--- config.mk ---
export PLATFORM = sky130hd
export DESIGN_NAME = shift_add_multiplier_datapath_core
export DESIGN_NICKNAME = d
export VERILOG_FILES = /design/src/rtl/samd_pkg.sv /design/src/rtl/samd_core.sv /design/src/rtl/shift_add_multiplier_datapath_core.sv
export SDC_FILE = /design/constraint.sdc
export NUM_CORES = 1
export LEC_CHECK = 0
export ABC_AREA = 1
export BUFFER_PORTS_ARGS = -buffer_cell sky130_fd_sc_hd__buf_2
export CORE_MARGIN = 3
export CORE_UTILIZATION = 51
export DETAILED_ROUTE_END_ITERATION = 12
export PLACE_DENSITY = 0.73
export SYNTH_ARGS = -nofsm -noshare
export SYNTH_HDL_FRONTEND = slang
export SYNTH_SLANG_ARGS = --single-unit
--- constraint.sdc ---
create_clock -name clk -period 2 [get_ports clk]
set_input_delay 0.4 -clock clk [delete_from_list [all_inputs] [get_ports clk]]
set_output_delay 0.4 -clock clk [all_outputs]
set_load 0.01 [all_outputs]
--- src/rtl/samd_pkg.sv ---
package samd_pkg;

  localparam int CtlW      = 12;
  localparam int DataW     = 8;
  localparam int MplrW     = 7;
  localparam int AccW      = 14;
  localparam int CtrW      = 4;
  localparam int InTdataW  = 24;
  localparam int OutTdataW = 24;

  localparam logic [CtrW-1:0] CtrLoadVal = CtrW'(2);

  localparam int CTL_CTR_LOAD   = 0;
  localparam int CTL_CTR_INC    = 1;
  localparam int CTL_MPLR_LOAD  = 2;
  localparam int CTL_MPLR_SHL   = 3;
  localparam int CTL_MCAND_LOAD = 4;
  localparam int CTL_ACC_CLR    = 5;
  localparam int CTL_ACC_ADD    = 6;
  localparam int CTL_ACC_SHL    = 7;
  localparam int CTL_T1         = 8;
  localparam int CTL_T2         = 9;
  localparam int CTL_BUS1       = 10;
  localparam int CTL_BUS2       = 11;

  typedef enum logic [2:0] {
    ERR_OK        = 3'd0,
    ERR_CTR       = 3'd1,
    ERR_MPLR      = 3'd2,
    ERR_MCAND     = 3'd3,
    ERR_ACC       = 3'd4,
    ERR_EMPTY_BUS = 3'd5
  } err_t;

  // data_out sits in the low bits
  typedef struct packed {
    err_t        error_code;
    logic        result_sign;
    logic        acc_nonzero;
    logic        signs_differ;
    logic        multiplier_msb;
    logic        counter_done;
    logic [1:0]  out_count;
    logic [DataW-1:0] data_out;
  } result_t;

  localparam int ResultW = $bits(result_t);

endpackage

--- src/rtl/samd_core.sv ---
module samd_core
  import samd_pkg::*;
(
  input  logic             clk,
  input  logic             rst_n,
  input  logic             step_en,
  input  logic [CtlW-1:0]  ctl,
  input  logic [DataW-1:0] data,
  input  logic             data_valid,
  output result_t          res
);

  logic [MplrW-1:0] mplr_r, mplr_nxt;
  logic [MplrW-1:0] mcand_r, mcand_nxt;
  logic [AccW-1:0]  acc_r, acc_nxt;
  logic [CtrW-1:0]  ctr_r, ctr_nxt;
  logic             sign_a_r, sign_a_nxt;
  logic             sign_b_r, sign_b_nxt;

  err_t       err;
  logic [1:0] acc_ops;
  logic       differ, nonzero, rsign, upd;

  always_comb begin
    differ  = sign_a_r ^ sign_b_r;
    nonzero = |acc_r;
    rsign   = differ & nonzero;
    acc_ops = 2'(ctl[CTL_ACC_CLR]) + 2'(ctl[CTL_ACC_ADD]) + 2'(ctl[CTL_ACC_SHL]);

    if (ctl[CTL_CTR_LOAD] && ctl[CTL_CTR_INC]) begin
      err = ERR_CTR;
    end else if (ctl[CTL_MPLR_LOAD] && ctl[CTL_MPLR_SHL]) begin
      err = ERR_MPLR;
    end else if (acc_ops > 2'd1) begin
      err = ERR_ACC;
    end else if (!data_valid && ctl[CTL_MPLR_LOAD] && ctl[CTL_MCAND_LOAD] &&
                 ctl[CTL_T1] && ctl[CTL_T2]) begin
      err = ERR_EMPTY_BUS;
    end else begin
      err = ERR_OK;
    end

    if (ctl[CTL_BUS1]) begin
      res.data_out = {rsign, 1'b0, acc_r[AccW-1:8]};
    end else if (ctl[CTL_BUS2]) begin
      res.data_out = acc_r[7:0];
    end else begin
      res.data_out = '0;
    end
    res.out_count      = 2'(ctl[CTL_BUS1]) + 2'(ctl[CTL_BUS2]);
    res.counter_done   = ctr_r[3];
    res.multiplier_msb = mplr_r[MplrW-1];
    res.signs_differ   = differ;
    res.acc_nonzero    = nonzero;
    res.result_sign    = rsign;
    res.error_code     = err;

    upd        = step_en && (err == ERR_OK);
    ctr_nxt    = ctr_r;
    mplr_nxt   = mplr_r;
    mcand_nxt  = mcand_r;
    acc_nxt    = acc_r;
    sign_a_nxt = sign_a_r;
    sign_b_nxt = sign_b_r;
    if (upd) begin
      if (ctl[CTL_CTR_LOAD]) begin
        ctr_nxt = CtrLoadVal;
      end else if (ctl[CTL_CTR_INC]) begin
        ctr_nxt = ctr_r + CtrW'(1);
      end
      if (ctl[CTL_MPLR_LOAD]) begin
        mplr_nxt = data[MplrW-1:0];
      end else if (ctl[CTL_MPLR_SHL]) begin
        mplr_nxt = {mplr_r[MplrW-2:0], 1'b0};
      end
      if (ctl[CTL_MCAND_LOAD]) begin
        mcand_nxt = data[MplrW-1:0];
      end
      if (ctl[CTL_ACC_CLR]) begin
        acc_nxt = '0;
      end else if (ctl[CTL_ACC_ADD]) begin
        acc_nxt = acc_r + AccW'(mcand_r);
      end else if (ctl[CTL_ACC_SHL]) begin
        acc_nxt = {acc_r[AccW-2:0], 1'b0};
      end
      if (ctl[CTL_T1]) begin
        sign_a_nxt = data[DataW-1];
      end
      if (ctl[CTL_T2]) begin
        sign_b_nxt = data[DataW-1];
      end
    end
  end

  always_ff @(posedge clk) begin
    if (!rst_n) begin
      mplr_r   <= '0;
      mcand_r  <= '0;
      acc_r    <= '0;
      ctr_r    <= '0;
      sign_a_r <= 1'b0;
      sign_b_r <= 1'b0;
    end else begin
      mplr_r   <= mplr_nxt;
      mcand_r  <= mcand_nxt;
      acc_r    <= acc_nxt;
      ctr_r    <= ctr_nxt;
      sign_a_r <= sign_a_nxt;
      sign_b_r <= sign_b_nxt;
    end
  end

`ifndef NO_ASSERTIONS
  a_err_freezes: assert property (@(posedge clk) disable iff (!rst_n)
    step_en && (err != ERR_OK) |=>
      $stable(acc_r) && $stable(mplr_r) && $stable(mcand_r) && $stable(ctr_r))
    else $error("state changed on a faulted beat");
  a_idle_holds: assert property (@(posedge clk) disable iff (!rst_n)
    !step_en |=> $stable(acc_r) && $stable(ctr_r) && $stable(sign_a_r) &&
      $stable(sign_b_r))
    else $error("state changed with no beat");
  a_no_mcand_err: assert property (@(posedge clk) disable iff (!rst_n)
    err != ERR_MCAND)
    else $error("multiplicand conflict raised");
`endif

endmodule

--- src/rtl/shift_add_multiplier_datapath_core.sv ---
// Datapath of a 7-bit sign-magnitude shift-add multiplier. Each input beat
// carries one control word plus a data byte and produces exactly one output
// beat holding the status flags and bus byte seen before the beat's update,
// and an error code; a beat with a nonzero error code changes no state.
// One beat is taken every clock unless both registers hold beats and
// out_tready is low; an accepted beat passes through the input register,
// then the result register, written as the shared state updates.
// Back-pressure on out_tready reaches in_tready combinationally through the two-register pipe.
module shift_add_multiplier_datapath_core
  import samd_pkg::*;
(
  input  logic                 clk,
  input  logic                 rst_n,
  input  logic                 in_tvalid,
  output logic                 in_tready,
  input  logic [InTdataW-1:0]  in_tdata,   // control[11:0], data_in[19:12], zero pad
  input  logic                 in_tuser,   // data_valid
  output logic                 out_tvalid,
  input  logic                 out_tready,
  output logic [OutTdataW-1:0] out_tdata   // data_out[7:0], out_count[9:8],
                                           // counter_done[10], multiplier_msb[11],
                                           // signs_differ[12], acc_nonzero[13],
                                           // result_sign[14], error_code[17:15], pad
);

  logic             v1_r, v1_nxt;
  logic             v2_r, v2_nxt;
  logic [CtlW-1:0]  ctl_r, ctl_nxt;
  logic [DataW-1:0] data_r, data_nxt;
  logic             dvalid_r, dvalid_nxt;
  result_t          res_r, res_nxt;
  result_t          res;
  logic             in_acc, adv;

  assign adv       = v1_r && (!v2_r || out_tready);
  assign in_tready = !v1_r || !v2_r || out_tready;
  assign in_acc    = in_tvalid && in_tready;

  samd_core u_core (
    .clk        (clk),
    .rst_n      (rst_n),
    .step_en    (adv),
    .ctl        (ctl_r),
    .data       (data_r),
    .data_valid (dvalid_r),
    .res        (res)
  );

  always_comb begin
    ctl_nxt    = in_acc ? in_tdata[CtlW-1:0] : ctl_r;
    data_nxt   = in_acc ? in_tdata[CtlW+DataW-1:CtlW] : data_r;
    dvalid_nxt = in_acc ? in_tuser : dvalid_r;
    v1_nxt     = in_acc ? 1'b1 : (adv ? 1'b0 : v1_r);
    v2_nxt     = adv ? 1'b1 : (out_tready ? 1'b0 : v2_r);
    res_nxt    = adv ? res : res_r;
  end

  always_ff @(posedge clk) begin
    if (!rst_n) begin
      v1_r <= 1'b0;
      v2_r <= 1'b0;
    end else begin
      v1_r <= v1_nxt;
      v2_r <= v2_nxt;
    end
  end

  always_ff @(posedge clk) begin
    ctl_r    <= ctl_nxt;
    data_r   <= data_nxt;
    dvalid_r <= dvalid_nxt;
    res_r    <= res_nxt;
  end

  assign out_tvalid = v2_r;
  assign out_tdata  = {(OutTdataW-ResultW)'(0), res_r};

`ifndef NO_ASSERTIONS
  a_sign_flag: assert property (@(posedge clk) disable iff (!rst_n)
    out_tvalid |-> res_r.result_sign == (res_r.signs_differ & res_r.acc_nonzero))
    else $error("result_sign inconsistent");
  a_bus1_gap: assert property (@(posedge clk) disable iff (!rst_n)
    adv && ctl_r[CTL_BUS1] |=> out_tvalid && (res_r.data_out[6] == 1'b0))
    else $error("bus1 byte bit 6 set");
  a_stall_full: assert property (@(posedge clk) disable iff (!rst_n)
    !in_tready |-> v1_r && v2_r && !out_tready)
    else $error("input stalled with room in pipe");
`endif

endmodule
* After elaboration in Yosys (flattened, before gate mapping) *
Index checks and enable logic that the tools add are counted.

storage, ports and cells
  input bits = 29
  logic and storage cells = 75
  register bits after elaboration = 75
  bits in writable memories = 0
  bits in read-only memories = 0
  output and inout bits = 26
  memories kept = 0
  bits in latches = 0

cells by class
  reductions and logical operators = 29
  shifts and indexed selects = 0
  bitwise gates (word level) = 3
  order comparisons = 1
  multipliers = 0
  equal/unequal tests = 0
  $add $sub $neg = 5
  muxes and demuxes = 17
  divide/modulo/power cells = 0

operator list
  cell                 number
  $mux 14              3
  $mux 8               2
  $add 14x7->14        1
  $mux 7               2
  $reduce_or 14->1     1
  $mux 3               4
  $reduce_and 2->1     6
  $logic_and 1x1->1    9
  $mux 4               2
  $reduce_bool 2->1    4
  $add 1x1->2          2
  $add 4x1->4 const B  1
  $mux 1               4
  $logic_not 1->1      3
  $logic_not 3->1      1
  $logic_or 1x1->1     3
  $reduce_bool 3->1    1
  $add 2x1->2          1
  $gt 2x1->1 const B   1
  $reduce_or 2->1      1
  $and 1x1->1          1
  $not 1->1            1
  $xor 1x1->1          1

* Logic depth before layout (Yosys ltp) *
Gate-level depths: netlist of run 1.

  word-level depth = 12
  gate-level depth with buffers = 12
  gate-level depth less buffers = 12

* Cells and area by module *
From an unflattened synthesis of run 1, not the netlist that was laid out.

second synthesis, totals
  cell total of the unflattened synthesis = 446
  area, all modules = 3706.1 um^2

by module, submodules not included
  module                              cells an instance  area each (um^2)  times used
  samd_core                           388                2392.3            1
  shift_add_multiplier_datapath_core  58                 1313.8            1

* Worst setup path after synthesis of run 1 *
Ideal clock, no wire load.

  path type = input-to-reg
  start = in out_tready
  end = reg ctl_r[0] (enable)
  cell stages on the path = 4
  arrival = 1.459 ns
  setup slack = 0.143 ns
  library setup time = 0.399 ns
  buffers on the path = 0
  data required time = 1.601 ns
  cells stage by stage = inv_1 > nand2_1 > nor2_1 > nor2_1

on the way
  word-level cells in the longest chain between the ends = 2

ends and longest elaborated chain
  what                    RTL line                                  source
  start: declaration      shift_add_multiplier_datapath_core.sv:19  input logic out_tready,
  $logic_or 1x1->1        shift_add_multiplier_datapath_core.sv:36  assign in_tready = !v1_r || !v2_r || out_tready;
  $logic_and 1x1->1       shift_add_multiplier_datapath_core.sv:37  assign in_acc = in_tvalid && in_tready;
  named net in_acc        shift_add_multiplier_datapath_core.sv:33  logic in_acc, adv;
  end signal: assignment  shift_add_multiplier_datapath_core.sv:69  ctl_r <= ctl_nxt;
  end: declaration        shift_add_multiplier_datapath_core.sv:28  logic [CtlW-1:0] ctl_r, ctl_nxt;

The timed path passes the listed nets, and every way through them passes these cells.
A chain may end at the register's enable or synchronous reset.

* Worst setup path in the final report of run 1 *
  start = reg ctl_r[5]
  end = reg u_core.acc_r[8]

on the way
  word-level cells in the longest chain between the ends = 9
  elaborated cells between the ends (all ways) = 11
  those cells by class = add/sub: 2; order compare: 1; mux: 4; reduce/logical: 4

ends and longest elaborated chain
  what                               RTL line          source
  $add 1x1->2                        samd_core.sv:28   acc_ops = 2'(ctl[CTL_ACC_CLR]) + 2'(ctl[CTL_ACC_ADD]) + 2'(ctl[CTL_ACC_SHL]);
  $add 2x1->2                        samd_core.sv:28
  $gt 2x1->1                         samd_core.sv:34   end else if (acc_ops > 2'd1) begin
  $mux 3                             samd_core.sv:34
  $mux 3                             samd_core.sv:32   end else if (ctl[CTL_MPLR_LOAD] && ctl[CTL_MPLR_SHL]) begin
  $mux 3                             samd_core.sv:30   if (ctl[CTL_CTR_LOAD] && ctl[CTL_CTR_INC]) begin
  $logic_not 3->1                    samd_core.sv:58   upd = step_en && (err == ERR_OK);
  $logic_and 1x1->1                  samd_core.sv:58
  $reduce_and 2->1 (no source line)  n/a
  end signal: assignment             samd_core.sv:106  acc_r <= acc_nxt;
  end: declaration                   samd_core.sv:15   logic [AccW-1:0] acc_r, acc_nxt;

Several ways; a longest one is shown, not always the timed one.

==> impl_metrics.yaml, run 1 <==
route:
  detail_route.vias_per_cell: 5.018
  detail_route.drc_violations: 0
  firstDrtPassIters: 4
  route.final.wire_length_mm: 7.426
  num_vias: 3066
  routed_wire_length_per_instance_um: 12.15
  drt_first_iter_violations: 166
  antenna_violating_nets_post_route: 0
timing:
  timing.final.crit_period_ps: 1893
  finalSetupViolations: 0
  drv_slew: 0
  max_slew_margin_pct: 61.12
  finalClockSkew_ps: 4.117
  actual_transition_at_the_worst_max_transition_pin_ps: 579.3
  max_freq_mhz: 528.2
  finalWorstSetupSlack_ps: 106.7
  final_min_period_over_clock_period_pct: 94.67
  final.setup.tns_ps: 0
  hold_viol: 0
finish:
  mostFrequentLayoutCells: "118 x sky130_fd_sc_hd__nand2_1, 61 x sky130_fd_sc_hd__nor2_1, 45 x sky130_fd_sc_hd__inv_1"
  layout_commonest_cell: "sky130_fd_sc_hd__nand2_1"
  ant_diodes: 0
  final_layout_size_suffix_gt1_share_pct: 17.28
  finish.net_count: 551
  finish.instance_area_um2: 4312
  area.growth.synth_to_final_pct: 17.89
critical_path:
  critPathMaxFanout: 7
  end_kind: "flop"
  worst_setup_path_class: "flop to flop"
  cp_data_arrival_time_ps: 2130
  start_kind: "flop"
  path_common_cell: "sky130_fd_sc_hd__nor2_1"
  cp_slowest_stage_delay_ps: 450
  timing.critical_path.slowest_stage_cell: "sky130_fd_sc_hd__edfxtp_1"
  cp_cell_sequence: "ha_4, a21oi_4, nand4_1, nor2_4, nand2_1, inv_1, nor2_1, nor2_1, nor2_1"
  critPathRequiredTime_ps: 2230
floorplanning:
  top_level_i_o_count: 55
  dieWidth_um: 90.68
  core_region_area_um2: 6869
  floorplan.initialDensity_pct: 53.24
  die_height_um: 90.68
  cell_row_count: 30
  design.die.area_um2: 8223
clock_network:
  cts_hold_buffers: 0
  cts_root_buf: "sky130_fd_sc_hd__clkbuf_8"
  cts.clk_slew.worst_paths_ps: 80
  cts_max_path_buffers: 2
  clock_latency_ps: 340
  cts_buffers: 9
  clkSinkCount: 75
  tritoncts: "yes"
  htreeDepth: 3
synthesis:
  post-synth-top-area-fraction_pct: 32.02
  synthDistinctLibCells: 31
  ys_warn_count: 0
  synthFlopType: "sky130_fd_sc_hd__edfxtp_1"
  synth_enable_flop_cells: 39
  synthDominantAreaCellType: "sky130_fd_sc_hd__edfxtp_1"
  area_of_the_mapped_netlist_um2: 3657
  synth_top_cells_by_area: "sky130_fd_sc_hd__edfxtp_1 32%, sky130_fd_sc_hd__dfxtp_1 20%, sky130_fd_sc_hd__nand2_1 12%, sky130_fd_sc_hd__nor2_1 6.3%, sky130_fd_sc_hd__nand3_1 5.6%"
  asyncSetResetFlopFracSynth_pct: 0
  synth_sequential_area_ratio_pct: 51.73
  synth.ff_latch_count: 75
  mean_syn_cell_area_um2: 8.127
  syn-instance-count: 450
power_and_ir_drop:
  powerDensity_nw_per_um2: 758.4
  leakagePower_nw: 1.912
  finalPower_w: 0.003270
  peakVddDrop_mv: 0.7021
placed_design:
  placement.setup.worst_slack_ps: 62.35
  placed_cell_area_um2: 4035
  port-buffer-count: 44
  hpwlAfterDp_mm: 5.667
  gp_congestion: 0.8917
job:
  cap_violations: 0
grt:
  antenna_violations_before_repair: 0
  via_count_of_the_first_global_routing_pass: 2990
  grt_first_pass_wirelength_mm: 12.59
  grt_overflow_total: 0
  grt_util_all_layers_pct: 18.89
  grt_max_degree: 22
status:
  result_of_the_run: "completed"
min_path:
  hold_path.class: "input pin to flop"
synth_stat cells (2+ instances only):
master,number
sky130_fd_sc_hd__buf_2,3
sky130_fd_sc_hd__buf_4,6
sky130_fd_sc_hd__o21ai_1,3
sky130_fd_sc_hd__clkbuf_1,7
sky130_fd_sc_hd__ha_1,11
sky130_fd_sc_hd__nand3_1,41
sky130_fd_sc_hd__nor4_1,2
sky130_fd_sc_hd__edfxtp_1,39
sky130_fd_sc_hd__a21oi_1,22
sky130_fd_sc_hd__o21ai_0,27
sky130_fd_sc_hd__or2_2,2
sky130_fd_sc_hd__buf_6,2
sky130_fd_sc_hd__inv_1,46
sky130_fd_sc_hd__nor2_2,2
sky130_fd_sc_hd__nor3_1,2
sky130_fd_sc_hd__nand2_1,118
sky130_fd_sc_hd__xor2_1,3
sky130_fd_sc_hd__nand4_1,6
sky130_fd_sc_hd__nor2_1,61
sky130_fd_sc_hd__dfxtp_1,36
area by class of cell:
class | count | area (µm²)
fillers | 594 | 2557
flip-flops and latches | 75 | 1892
multi-input cells | 315 | 1538
repair buffers | 62 | 359.1
inverters | 47 | 176.4
clock buffers | 11 | 141.4
well taps | 96 | 120.1
clock inverters | 5 | 85.08
cells by family after synthesis:
group	synth area share, %
other	0.1025
buffers and inverters	7.800
adder cells (fa/ha/maj)	4.311
flip-flops	51.73
AND/OR/NAND/NOR	26.92
XOR/XNOR	0.7186
AO/OA/AOI/OAI	8.416
stage by stage:
stage | instances | hold slack [ps] | utilization, %
floorplan | 455 | 409.0 | -
global placement | 594 | 432.0 | 58.74
detailed placement | 594 | 432.7 | 58.74
CTS | 610 | 213.3 | 62.04
global route | 611 | 208.8 | 62.77
finish | 611 | 229.3 | 62.77
power by group:
| group | internal [W] | switching [W] |
|---|---|---|
| Combinational | 0.0000995 | 0.000161 |
| Clock | 0.000744 | 0.000550 |
| Sequential | 0.00168 | 0.0000336 |
| Total | 0.00252 | 0.000745 |
per-layer routing:
layer | up-vias | GRT usage (%) | part of all wire (%)
met5 | - | 0 | 0
met4 | 0 | 9.311 | 2.8
met2 | 95 | 32.12 | 47
li1 | 1581 | - | -
met1 | 1371 | 22.67 | 44
met3 | 19 | 3.917 | 5.5
final timing paths:
kind,start,end,slack [ps],depth (start not counted)
setup / recovery,ctl_r[5]$_DFFE_PP_,u_core.acc_r[8]$_SDFFE_PN0P_,110,9
hold / removal,in_tdata[12],data_r[0]$_DFFE_PP_,230,1
setup reg to reg,ctl_r[5]$_DFFE_PP_,u_core.acc_r[8]$_SDFFE_PN0P_,110,9
hold reg to reg,u_core.mplr_r[6]$_SDFFE_PN0P_,out_tdata[11]$_DFFE_PP_,460,0
flip-flops by register name, summed over array words and instances, names as in the netlist:
signal and count:
u_core.sign_b_r 1, u_core.ctr_r 4, dvalid_r 1, u_core.mcand_r 7, data_r 8, out_tdata 18
out_tvalid 1, ctl_r 12, u_core.sign_a_r 1, u_core.mplr_r 7, v1_r 1, u_core.acc_r 14
worst max-delay path: cells and delay by family (launching register included):
kind / cells / cell delay, ps
compound gates: 1 / 140
simple gates: 6 / 710
buf+inv: 1 / 200
fa+ha+maj: 1 / 280
flops: 1 / 450
what timing repair did:
action                                  in CTS  in global routing
gates resized for setup                      0                  9
buffers inserted                             0                  1
endpoints found under the setup margin       0                 31
(Power assumes the default switching activity.)
==> run 2, diff against run 1 <==
--- a/config.mk
+++ b/config.mk
@@ -10,7 +10,7 @@
 export CORE_MARGIN = 3
 export CORE_UTILIZATION = 51
 export DETAILED_ROUTE_END_ITERATION = 12
-export PLACE_DENSITY = 0.73
+export PLACE_DENSITY_LB_ADDON = 0.15
 export SYNTH_ARGS = -nofsm -noshare
 export SYNTH_HDL_FRONTEND = slang
 export SYNTH_SLANG_ARGS = --single-unit
==> run 2 against run 1 <==
  * Flip-flop and latch count did not move
  * Count of clock-buffer cells in the layout did not move
  * Core utilization rose by 0.15 points
  * Hold slack got worse by 12 ps
  * Largest power group unchanged
  * Clock skew rose by 2.7 ps
  * Sequential power barely moved
  * Power fell by 3.9%
==> impl_metrics.yaml, run 2 (same netlist as run 1, synthesis figures left out) <==
status:
  result_of_the_run: "completed"
placed_design:
  placement.setup.worst_slack_ps: 85.49
  port-buffer-count: 44
  hpwlAfterDp_mm: 5.752
  gp_congestion: 0.9004
floorplanning:
  design.die.area_um2: 8223
  dieWidth_um: 90.68
  top_level_i_o_count: 55
  die_height_um: 90.68
  cell_row_count: 30
  floorplan.initialDensity_pct: 53.24
  core_region_area_um2: 6869
critical_path:
  timing.critical_path.buf_inv: 0
  cp_data_arrival_time_ps: 2130
  critPathMaxFanout: 6
  critPathRequiredTime_ps: 2290
  end_kind: "flop"
  timing.critical_path.slowest_stage_cell: "sky130_fd_sc_hd__ha_1"
  path_common_cell: "sky130_fd_sc_hd__nand2_1"
  cp_slowest_stage_delay_ps: 380
  worst_path_dominant_cell_family: "simple AND/OR/NAND/NOR gates"
  worst_setup_path_class: "flop to flop"
  start_kind: "flop"
  cp_cell_sequence: "ha_1, or2_2, nand3_1, nand2_1, nand2_1, nand2_1, o21ai_0, nand2_1, a21oi_1"
clock_network:
  cts_max_path_buffers: 2
  post_cts_repair_timing_setup_buffer_count: 0
  htreeDepth: 3
  tritoncts: "yes"
  cts.clk_slew.worst_paths_ps: 80
  cts_root_buf: "sky130_fd_sc_hd__clkbuf_8"
  clock_latency_ps: 350
  clkSinkCount: 75
  cts_hold_buffers: 0
  cts_buffers: 9
timing:
  actual_transition_at_the_worst_max_transition_pin_ps: 549.5
  final_min_period_over_clock_period_pct: 92.11
  final.setup.tns_ps: 0
  max_slew_margin_pct: 63.12
  max_freq_mhz: 542.8
  finalSetupViolations: 0
  finalWorstSetupSlack_ps: 157.7
  finalClockSkew_ps: 6.828
  timing.final.crit_period_ps: 1842
  grt_setup_unrepaired: "false"
  drv_slew: 0
  hold_viol: 0
grt:
  global_route.peak_usage_layer: "met2"
  grt_overflow_total: 0
  grt.met2_usage_pct: 31.62
  grt_max_degree: 22
  via_count_of_the_first_global_routing_pass: 2851
  antenna_violations_before_repair: 0
  met1_usage_pct: 23.32
  grt_util_all_layers_pct: 19.54
  met3_use_gr_pct: 6.083
  grt_first_pass_wirelength_mm: 12.77
route:
  firstDrtPassIters: 4
  num_vias: 3083
  route.final.wire_length_mm: 7.637
  detail_route.vias_per_cell: 5.021
  routed_wire_length_per_instance_um: 12.44
  drt_first_iter_violations: 182
  detail_route.drc_violations: 0
  antenna_violating_nets_post_route: 0
finish:
  finish.net_count: 554
  mostFrequentLayoutCells: "117 x sky130_fd_sc_hd__nand2_1, 59 x sky130_fd_sc_hd__nor2_1, 44 x sky130_fd_sc_hd__inv_1, 44 x sky130_fd_sc_hd__buf_2, 41 x sky130_fd_sc_hd__nand3_1"
  area.growth.synth_to_final_pct: 18.17
  utilization_pct: 62.91
  layout_commonest_cell: "sky130_fd_sc_hd__nand2_1"
  final_layout_size_suffix_gt1_share_pct: 18.73
  ant_diodes: 0
  largest_reg_flops: 18
job:
  cap_violations: 0
min_path:
  hold_path.class: "input pin to flop"
power_and_ir_drop:
  leakagePower_nw: 1.914
  peakVddDrop_mv: 0.5796
  powerDensity_nw_per_um2: 726.9
## run 2: final cells by class
type,count,area [µm²]
timing repair buffer,65,394.1
clock buffer,11,162.7
fill,620,2547
multi-input combinational,315,1535
clock inverter,5,41.29
tap,96,120.1
inverter,47,176.4
sequential,75,1892
## run 2: per-layer routing
layer | wire, µm | part of all wire (%)
met5 | 0 | 0
met4 | 314 | 4.1
met3 | 402 | 5.3
met2 | 3564 | 47
met1 | 3355 | 44
## run 2: worst paths after layout
check                           startpoint                           end  slack (ps)  depth (start not counted)
max reg2reg   u_core.acc_r[2]$_SDFFE_PN0P_  u_core.acc_r[5]$_SDFFE_PN0P_         160                          9
max           u_core.acc_r[2]$_SDFFE_PN0P_  u_core.acc_r[5]$_SDFFE_PN0P_         160                          9
min reg2reg  u_core.mplr_r[6]$_SDFFE_PN0P_       out_tdata[11]$_DFFE_PP_         450                          0
min                           in_tdata[16]           data_r[4]$_DFFE_PP_         220                          1
## run 2: repair_timing
action	in CTS	in global routing
endpoints found under the hold margin	0	0
gates resized for setup	0	11
endpoints found under the setup margin	0	23
## run 2: worst reg2reg max path: stages, from the launching register on
cell	delay [ps]
sky130_fd_sc_hd__dfxtp_1	340
sky130_fd_sc_hd__ha_1	380
sky130_fd_sc_hd__or2_2	310
sky130_fd_sc_hd__nand3_1	80
sky130_fd_sc_hd__nand2_1	120
sky130_fd_sc_hd__nand2_1	90
sky130_fd_sc_hd__nand2_1	40
sky130_fd_sc_hd__o21ai_0	220
sky130_fd_sc_hd__nand2_1	80
sky130_fd_sc_hd__a21oi_1	120
## run 2: report_power, final
part / total (W) / switching, W / internal (W)
registers: 0.00172 / 0.0000339 / 0.00168
clock network: 0.00116 / 0.000587 / 0.000575
logic: 0.000264 / 0.000161 / 0.000103
## run 2: stage by stage
stage	instances	hold slack [ps]	area (µm²)	power, W
after floorplan	455	409.0	3676	0.001911
after global placement	598	430.1	4080	0.002000
after detailed placement	598	430.8	4080	0.002006
after CTS	614	198.7	4284	0.003158
after global routing	614	192.0	4322	0.003263
final	614	216.9	4322	0.003141
